### src/tkk_pkg.sv
package tkk_pkg;

   localparam int KEEP_DEPTH = 64;
   localparam int SLOT_W     = (KEEP_DEPTH > 1) ? $clog2(KEEP_DEPTH) : 1;
   localparam int SIZE_W     = 24;
   localparam int KIND_W     = 2;
   localparam int ID_W       = 64;
   localparam int RANK_W     = 6;
   localparam int COUNT_W    = 48;

   localparam logic FUNC_INSERT = 1'b0;
   localparam logic FUNC_READ   = 1'b1;

   localparam logic [KIND_W-1:0] KIND_NODE     = 2'd0;
   localparam logic [KIND_W-1:0] KIND_WAY      = 2'd1;
   localparam logic [KIND_W-1:0] KIND_RELATION = 2'd2;
   localparam logic [KIND_W-1:0] KIND_NONE     = 2'd3;

   localparam logic [COUNT_W-1:0] COUNT_MAX = {COUNT_W{1'b1}};

   typedef struct packed {
      logic              valid;
      logic [SIZE_W-1:0] size;
      logic [KIND_W-1:0] kind;
      logic [ID_W-1:0]   id;
   } entry_type;

   // strict precedence: size, then kind, then signed id, all descending
   function automatic logic precedes(input entry_type a, input entry_type b);
      logic [SIZE_W+KIND_W+ID_W-1:0] key_a;
      logic [SIZE_W+KIND_W+ID_W-1:0] key_b;
      key_a = {a.size, a.kind, ~a.id[ID_W-1], a.id[ID_W-2:0]};
      key_b = {b.size, b.kind, ~b.id[ID_W-1], b.id[ID_W-2:0]};
      return key_a > key_b;
   endfunction

endpackage

### src/tkk_slot.sv
module tkk_slot (
   input  logic                clock,
   input  logic                reset,
   input  logic                insert_en,
   input  tkk_pkg::entry_type  incoming,
   input  logic                prev_take,
   input  tkk_pkg::entry_type  prev_entry,
   output logic                take,
   output tkk_pkg::entry_type  entry
);
   import tkk_pkg::*;

   entry_type entry_ff;
   entry_type entry_in;

   assign take  = !entry_ff.valid || precedes(incoming, entry_ff);
   assign entry = entry_ff;

   always_comb begin
      entry_in = entry_ff;
      if (insert_en) begin
         if (prev_take) begin
            entry_in = prev_entry;
         end else if (take) begin
            entry_in       = incoming;
            entry_in.valid = 1'b1;
         end
      end
   end

   always_ff @(posedge clock) begin
      if (reset) begin
         entry_ff.valid <= 1'b0;
      end else begin
         entry_ff.valid <= entry_in.valid;
      end
      entry_ff.size <= entry_in.size;
      entry_ff.kind <= entry_in.kind;
      entry_ff.id   <= entry_in.id;
   end

endmodule

### config.mk
export PLATFORM = sky130hd
export DESIGN_NAME = tkk_slot
export DESIGN_NICKNAME = d
export VERILOG_FILES = /design/src/tkk_pkg.sv /design/src/tkk_slot.sv
export SDC_FILE = /design/constraint.sdc
export NUM_CORES = 1
export LEC_CHECK = 0
export BUFFER_PORTS_ARGS = -buffer_cell sky130_fd_sc_hd__buf_4
export CAP_MARGIN = 10
export CORE_AREA = 2 2 143 89
export CTS_CLUSTER_SIZE = 14
export DETAILED_ROUTE_END_ITERATION = 8
export DIE_AREA = 0 0 145 91
export PLACE_DENSITY = 0.87
export SYNTH_ARGS = -nofsm -noshare
export SYNTH_HDL_FRONTEND = slang
export SYNTH_SLANG_ARGS = --single-unit
### constraint.sdc
create_clock -name clock -period 12.7 [get_ports clock]
set_input_delay 1.27 -clock clock [delete_from_list [all_inputs] [get_ports clock]]
set_output_delay 1.27 -clock clock [all_outputs]
set_load 0.1 [all_outputs]
==> metrics.txt, run 1 <==
most common library cells after synthesis=inv_1 (94), edfxtp_1 (90), ha_1 (90); async set-reset flop share out of synthesis=0%; FP Rows=31; Synth top area share=44.3%; layout overhead on the synthesized area=42.3%; io pins=278; Yosys cell types=35; max cap viols=0; most frequent CP cell=buf_4; Mapped Nets=800; post-synthesis sequential area ratio=44.6%; Global Route Usage Sum=26.4%; vias per inst=5.34; crit share post-route=38.6%; Die Y=91 um; Hold Crit Class=flop to flop; Peak VDD IR=0.0753 mV; TritonCTS clock tree=done; drt pass-1 iters=4; # nets final=1,080; I/O Buffers=276; highest clock rate=204 MHz; Placed Cells=958; Setup CP Type=input port to primary output; Final Max Tran Viols=0; RSZ-0062 raised after global routing=no; Clock transition at path regs=0.06 ns; Mean Syn Cell Area=11.6 um^2; Residual DRC=0; Die Footprint=13,200 um^2; fillers=826; most common cell in the netlist=inv_1; Post-Route Setup TNS=0 ns; max reg flops=91; min Tclk post-route=4.90 ns; Worst Path Arrival=3.63 ns; Placement Setup Slack=7.82 ns; PnR worst setup slack=7.80 ns; H-tree lvl count=3; drt wl/cell=17.8 um; #FFs+latches synth=91; DR iter-0 viols=208; Core ar.=11,800 um^2; crit-path max FO=3; final RePlAce weighted congestion=0.833; Worst Tran Pin Value=0.835 ns; DRT antenna net count=0; slowest stage delay, CP=0.39 ns; Synth area leaders=edfxtp_1 (44%), ha_1 (18%), mux2_2 (16%); slowest CP cell=a221oi_2; Post-Route WL=17.3 mm; endpoints failing hold=0; antenna cell count=0; vias post-DR=5,202; Die X=145 um; CP Data Required Time=11.43 ns; Post-Layout Cell Count=974; Cell Area, Synth=6100 um^2; Reg2Reg Depth=10; initial antenna violation count=0; Synth area leader=edfxtp_1; Detailed Place HPWL=14.0 mm; TritonCTS buffer count=9; Post-synth EDFFs=90; clock sink count=91; Final Setup Violations=0; pin count of the biggest net entering global routing=65; outcome=finished clean; gr ovfl total=0; leakage=0.00424 uW; Initial Util=51.6%; Synth Flop Type=edfxtp_1; Synthesis Warnings=0; pwr/cell area=137 nW/um^2; crit path cell chain=buf_4 > ha_1 > nand4_1 > nor3_1 > a221o_1 > o31ai_1 > o211ai_1 > a221oi_2 > o21ai_1 > buf_4; skew final=0.00702 ns; Resize count post-CTS=0; Post CTS Setup Buffer Count=0; clock tree buffer depth=2; layout cells sized above 1=47.8%; # hold bufs at CTS=0; vias in the first global route=5,535; Hold Crit Depth=2; global-route wire length before repair=27.7 mm; Worst setup EP type=primary output; Slew Limit Headroom=44.4%; clk_lat worst skew=0.33 ns; Post-Syn Instances=524; Critical Path Start Type=input port; Root Buffer Master=clkbuf_16
-- worst paths after layout --
path	startpoint	to	slack, ns
worst max-delay path	incoming[40]	take	7.80
worst min-delay path	entry[90]	entry[90]	0.63
worst max register to register	entry[29]	entry[32]	9.56
worst min register to register	entry[90]	entry[90]	0.63
-- layout by cell type (no fill, tap or decap), types with 8 or more instances in the layout --
cell type	n
ha_1	90
a21o_1	9
inv_1	94
o21ai_0	14
nand2_1	24
edfxtp_1	90
nand4_1	17
nor2_1	8
a21oi_1	38
buf_4	279
mux2_2	88
clkbuf_16	9
-- cell type report --
cell class,instances,area [um^2],share of cell area (%)
repair buffers,279,2090,24.1
well taps,165,206,2.38
inverters,94,353,4.06
multi-input cells,329,3000,34.5
flip-flops and latches,91,2720,31.3
clock buffers,12,236,2.72
clock inverters,4,75.1,0.864
-- per-stage QoR --
step / hold slack (ns) / total power (uW) / instance area [um^2] / utilization, %
2_1_floorplan: 1.02 / 771 / 6100 / -
5_1_grt: 0.663 / 1240 / 8680 / 73.4
6_report: 0.627 / 1190 / 8680 / 73.4
3_3_place_gp: 0.604 / 892 / 8370 / 70.8
4_1_cts: 0.631 / 1200 / 8680 / 73.4
3_5_place_dp: 0.622 / 907 / 8370 / 70.8
-- critical path: cells and delay by family --
| family | cells | cell delay [ns] |
|---|---|---|
| AOI/OAI and AO/OA | 5 | 1.40 |
| and+or+nand+nor | 2 | 0.27 |
| buffers and inverters | 2 | 0.35 |
| adders and majority gates | 1 | 0.32 |
-- report_power, final --
part / leakage [uW] / switching, uW / internal [uW] / total [uW]
sequential: 0.000907 / 19.3 / 376 / 395
combinational: 0.00319 / 360 / 147 / 506
clock: 0.000143 / 117 / 173 / 290
-- kinds of logic after synthesis --
group	share of synthesized area, %
adder cells (fa/ha/maj)	18.5
multiplexers	16.2
AO/OA/AOI/OAI	8.35
AND/OR/NAND/NOR	5.78
buffers and inverters	6.56
flip-flops	44.6
-- routing by layer --
layer | wire, um | track usage (%) | vias to the layer above | part of all wire (%)
li1 | - | - | 2472 | -
met1 | 6860 | 30.8 | 2489 | 40
met2 | 8850 | 48.1 | 215 | 51
met3 | 1340 | 7.59 | 26 | 7.7
met4 | 267 | 6.35 | 0 | 1.5
met5 | 0 | 0 | - | 0
Power figures use the tool's default switching activity.
==> run 2: changes to the inputs <==
--- a/config.mk
+++ b/config.mk
@@ -7,11 +7,11 @@
 export LEC_CHECK = 0
 export BUFFER_PORTS_ARGS = -buffer_cell sky130_fd_sc_hd__buf_4
 export CAP_MARGIN = 10
-export CORE_AREA = 2 2 143 89
+export CORE_AREA = 2 2 149 93
 export CTS_CLUSTER_SIZE = 14
 export DETAILED_ROUTE_END_ITERATION = 8
-export DIE_AREA = 0 0 145 91
-export PLACE_DENSITY = 0.87
+export DIE_AREA = 0 0 151 95
+export PLACE_DENSITY = 0.8
 export SYNTH_ARGS = -nofsm -noshare
 export SYNTH_HDL_FRONTEND = slang
 export SYNTH_SLANG_ARGS = --single-unit
==> constraint.sdc (replaced) <==
create_clock -name clock -period 5 [get_ports clock]
set_input_delay 0.5 -clock clock [delete_from_list [all_inputs] [get_ports clock]]
set_output_delay 0.5 -clock clock [all_outputs]
set_load 0.1 [all_outputs]
==> run 2 against run 1 <==
Against the previous run:
- via count fell by 4.6%
- largest power group unchanged
- total power rose by 140%
- wire length fell by 3.9%
- first-iteration DRC count fell by 15%
- clock skew rose by 0.0030 ns
- sequential share of layout area rose by 0.10 points
==> metrics.txt, run 2 (synthesis results as in run 1) <==
outcome=finished clean; commonest cells after routing, fill and taps aside=buf_4 (279), inv_1 (94), ha_1 (90), edfxtp_1 (90), mux2_2 (88); leakage=0.00422 uW (-0.39%); H-tree lvl count=3 (unchanged); skew final=0.0100 ns (+0.00300 ns); Initial Util=46.5% (-5.1 points); Detailed Place HPWL=13.5 mm (-3.6%); # nets final=1,080 (unchanged); drt pass-1 iters=4 (unchanged); crit share post-route=67.8%; # hold bufs at CTS=0 (unchanged); Post-Route Setup TNS=0 ns (unchanged); highest clock rate=295 MHz; most frequent CP cell=o21ai_1; slowest stage delay, CP=0.39 ns (about the same); endpoints failing hold=0 (unchanged); slowest CP cell=edfxtp_1; Post-Route WL=16.6 mm (-3.9%); clock tree buffer depth=2 (unchanged); Die Y=95 um (+4.4%); fillers=1,043 (+26%); most common cell after layout, fill and taps aside=buf_4; Final Setup Violations=0 (unchanged); layout overhead on the synthesized area=41.8%; drt wl/cell=16.9 um (-4.9%); Crit path max-delay family=compound AO/OA/AOI/OAI gates; Worst Tran Pin Value=0.869 ns (+0.0341 ns); antenna cell count=0 (unchanged); clock sink count=91 (unchanged); Final Max Tran Viols=0 (unchanged); crit-path max FO=3 (unchanged); TritonCTS buffer count=9 (unchanged); Placement Setup Slack=1.61 ns (-6.22 ns); layout cells sized above 1=48.0% (+0.12 points); DRT antenna net count=0 (unchanged); RSZ-0062 raised after global routing=no; global-route wire length before repair=25.3 mm (-8.7%); Bufs and invs on worst path=2 (unchanged); DP Area=8390 um^2 (+0.15%); gr ovfl total=0 (unchanged); pwr/cell area=337 nW/um^2 (+150%); final RePlAce weighted congestion=0.815 (-2.2%); CP Data Required Time=4.50 ns (-6.93 ns); Slew Limit Headroom=42.1% (-2.3 points); I/O Buffers=276 (unchanged); vias in the first global route=5,124 (-7.4%); initial antenna violation count=0 (unchanged); PnR worst setup slack=1.61 ns (-6.19 ns); Global Route Usage Sum=22.8% (-3.5 points); Worst setup EP type=primary output; Root Buffer Master=clkbuf_16; Die X=151 um (+4.1%); Critical Path Start Type=flop; io pins=278 (unchanged); max reg flops=91 (unchanged); Peak VDD IR=0.202 mV (+170%); Worst Path Arrival=2.89 ns (-0.74 ns); fin area=8660 um^2 (-0.33%); FP Rows=33 (+6.5%); TritonCTS clock tree=done; Setup CP Type=flop to primary output; vias per inst=5.04 (-5.5%); Residual DRC=0 (unchanged); Core ar.=13,100 um^2 (+11%); DR iter-0 viols=177 (-15%); clk_lat worst skew=0.34 ns (about the same); Clock transition at path regs=0.07 ns (about the same); crit path cell chain=inv_1 > ha_1 > a2111oi_2 > o21ai_1 > a311o_1 > a31oi_1 > o21ai_1 > a221oi_2 > o21ai_1 > buf_4; Die Footprint=14,300 um^2 (+8.7%); min Tclk post-route=3.39 ns; pin count of the biggest net entering global routing=66 (+1.5%); max cap viols=0 (unchanged); Hold Crit Class=input port to flop; vias post-DR=4,964 (-4.6%); Post CTS Setup Buffer Count=0 (unchanged); Resize count post-CTS=0 (unchanged)
-- run 2: changes by cell type in the layout (fill, tap and decap cells not counted) --
cell,change
inv_6,+1
clkinv_1,+1
clkbuf_1,-2
clkinv_2,+1
bufinv_16,-2
clkinv_4,+1
-- run 2: through the flow --
stage                     power [uW]  util, %  hold slack, ns  cells
final                           2920     65.9           0.315    984
after global routing            3050     65.9           0.298    984
after CTS                       2940     65.9           0.304    984
after detailed placement        2300     63.9           0.611    968
after global placement          2270     63.9           0.597    968
after floorplan                 1950        -           0.572    524
-- run 2: final cells by class --
class,count,area [um^2],area share (%)
Inverter,94,353,4.08
Clock inverter,6,41.3,0.477
Multi-Input combinational cell,329,3000,34.6
Sequential cell,91,2720,31.5
Tap cell,175,219,2.53
Clock buffer,10,229,2.65
Timing Repair Buffer,279,2090,24.2
-- run 2: final timing paths --
kind	depth (start not counted)	from	slack [ns]	to
max	10	entry[7]	1.61	take
min	2	reset	0.31	entry[90]
max reg2reg	9	entry[87]	1.92	entry[26]
min reg2reg	2	entry[90]	0.62	entry[90]
-- run 2: layer usage --
metal	GRT usage, %	vias up	wire length (um)
li1	-	2476	-
met1	27.9	2267	6940
met2	39.5	205	7950
met3	7.58	16	1560
met4	4.91	0	187
met5	0	-	0
-- run 2: where the power goes --
part           switching [uW]  total [uW]  internal [uW]  leakage [uW]
combinational             905        1280            371       0.00319
sequential               49.0        1000            955      0.000907
clock                     300         638            338      0.000127
==> run 3: changes to the inputs <==
--- a/config.mk
+++ b/config.mk
@@ -7,11 +7,11 @@
 export LEC_CHECK = 0
 export BUFFER_PORTS_ARGS = -buffer_cell sky130_fd_sc_hd__buf_4
 export CAP_MARGIN = 10
-export CORE_AREA = 2 2 149 93
+export CORE_AREA = 2 2 157 98
 export CTS_CLUSTER_SIZE = 14
 export DETAILED_ROUTE_END_ITERATION = 8
-export DIE_AREA = 0 0 151 95
-export PLACE_DENSITY = 0.8
+export DIE_AREA = 0 0 159 100
+export PLACE_DENSITY = 0.76
 export SYNTH_ARGS = -nofsm -noshare
 export SYNTH_HDL_FRONTEND = slang
 export SYNTH_SLANG_ARGS = --single-unit
==> constraint.sdc (replaced) <==
create_clock -name clock -period 2.7 [get_ports clock]
set_input_delay 0.27 -clock clock [delete_from_list [all_inputs] [get_ports clock]]
set_output_delay 0.27 -clock clock [all_outputs]
set_load 0.1 [all_outputs]
==> run 3 against run 2 <==
Against the previous run:
- the flow now finishes with violations (setup timing)
- critical endpoint is now entry[57]
- largest cell class unchanged
- clock-buffer cell count is the same
- sequential share of layout area down 2.5 points
- worst setup slack worse by 1.9 ns
- wire length rose by 7.2%
==> metrics.txt, run 3 (synthesis results as in run 1) <==
max reg flops=91 (unchanged); most frequent CP cell=buf_4; slowest stage delay, CP=0.43 ns (+0.04 ns); Crit path max-delay family=compound AO/OA/AOI/OAI gates; # nets final=1,117 (+3.4%); H-tree lvl count=3 (unchanged); Post-Route WL=17.8 mm (+7.2%); crit path cell chain=inv_2 > ha_4 > nand4_1 > buf_4 > a211oi_1 > o31ai_2 > o211ai_1 > a221oi_2 > buf_4 > o221ai_4 > buf_12 > clkbuf_16; layout cells sized above 1=52.4% (+4.4 points); vias post-DR=5,209 (+4.9%); clock sink count=91 (unchanged); antenna cell count=0 (unchanged); CP Data Required Time=2.75 ns (-1.75 ns); Root Buffer Master=clkbuf_16; most common cell after layout, fill and taps aside=buf_4; global-route wire length before repair=27.7 mm (+9.6%); max cap viols=0 (unchanged); Residual DRC=0 (unchanged); crit-path max FO=9 (+6); RSZ-0062 raised after global routing=yes; vias in the first global route=5,351 (+4.4%); Placed Cells=1,007 (+4.0%); Setup CP Type=flop to flop; Worst setup EP type=flop; slowest CP cell=a211oi_1; Initial Util=41.5% (-5.0 points); Final Max Tran Viols=0 (unchanged); Die Y=100 um (+5.3%); M3 GR Usage=6.36% (-1.2 points); Global Route Usage Sum=22.1% (-0.71 points); min Tclk post-route=2.95 ns; Detailed Place HPWL=13.7 mm (+1.4%); Final Setup Violations=91 (+91); Die Footprint=15,900 um^2 (+11%); highest clock rate=339 MHz; initial antenna violation count=0 (unchanged); drt pass-1 iters=5 (+1); pwr/cell area=612 nW/um^2 (+82%); Core ar.=14,700 um^2 (+12%); # hold bufs at CTS=0 (unchanged); Peak VDD IR=0.375 mV (+86%); clk_lat worst skew=0.33 ns (about the same); DRT antenna net count=0 (unchanged); Bufs and invs on worst path=5 (+3); outcome=finished with violations; drt wl/cell=17.0 um (+0.54%); Worst Path Arrival=2.99 ns (+0.10 ns); io pins=278 (unchanged); TritonCTS buffer count=9 (unchanged); TritonCTS clock tree=done; Critical Path Start Type=flop; met2 usage=37.7% (-1.8 points); Die X=159 um (+5.3%); Hold Crit Class=input port to flop; crit share post-route=109%; endpoints failing hold=0 (unchanged); pin count of the biggest net entering global routing=54 (-18%); PnR worst setup slack=-0.247 ns (-1.86 ns); skew final=0.00985 ns (-0.000166 ns); final core utilization=63.9% (-2.0 points); I/O Buffers=276 (unchanged); Slew Limit Headroom=67.9% (+26 points); fillers=1,244 (+19%); vias per inst=4.97 (-1.6%); final RePlAce weighted congestion=0.809 (-0.76%); Clock transition at path regs=0.07 ns (about the same); failing checks=setup timing; leakage=0.00454 uW (+7.7%); Worst Tran Pin Value=0.479 ns (-0.390 ns); gr ovfl total=0 (unchanged); commonest cells after routing, fill and taps aside=buf_4 (299), inv_1 (90), edfxtp_1 (90), mux2_2 (88), ha_1 (83); layout overhead on the synthesized area=54.1%; Post-Layout Cell Count=1,049 (+6.6%); FP Rows=35 (+6.1%); clock tree buffer depth=2 (unchanged); gr busiest metal=met2; DR iter-0 viols=261 (+47%); grt met1 use=28.3% (+0.32 points)
[run 3: what timing repair did]
action,in CTS,in global routing
resized for setup,22,11
cloned,7,3
pin swaps,10,6
buffers inserted,9,7
setup endpoints to repair,90,91
[run 3: cell type report]
type                       instances  area [um^2]  share of cell area, %
clock buffer                      10          229                   2.44
tap                              203          254                   2.70
sequential                        91         2720                   29.0
timing repair buffer             316         2630                   28.0
clock inverter                     6         66.3                  0.705
multi-input combinational        329         3150                   33.5
inverter                          94          353                   3.75
[run 3: metrics by stage]
step                      instance area, um^2  setup slack (ns)  hold WS, ns  setup TNS (ns)  power (uW)
final                                    9400            -0.247       0.0866          -18.91        5750
after global routing                     9400            -0.362       0.0771          -29.35        6010
after CTS                                9230            -0.219       0.0724          -14.28        5730
after detailed placement                 8550            -0.201        0.432          -16.29        4300
after global placement                   8550            -0.192        0.430          -15.26        4260
after floorplan                          6130             -1.53        0.342         -138.58        3610
[run 3: worst paths after layout]
path	to	cells past startpoint	from	slack (ns)
worst max register to register	entry[57]	12	entry[40]	-0.25
worst min register to register	entry[90]	2	entry[90]	0.67
worst max-delay path	entry[57]	12	entry[40]	-0.25
worst min-delay path	entry[90]	2	reset	0.09
[run 3: metal layers]
metal | wire length (um) | vias up | part of all wire, %
met5 | 0 | - | 0
met4 | 223 | 0 | 1.3
met3 | 1150 | 18 | 6.4
met2 | 8600 | 186 | 48
met1 | 7850 | 2446 | 44
li1 | - | 2559 | -
[run 3: power breakdown]
group / switching (uW) / internal (uW)
registers: 90.6 / 1770
clock network: 552 / 721
logic: 1760 / 870
total: 2400 / 3360
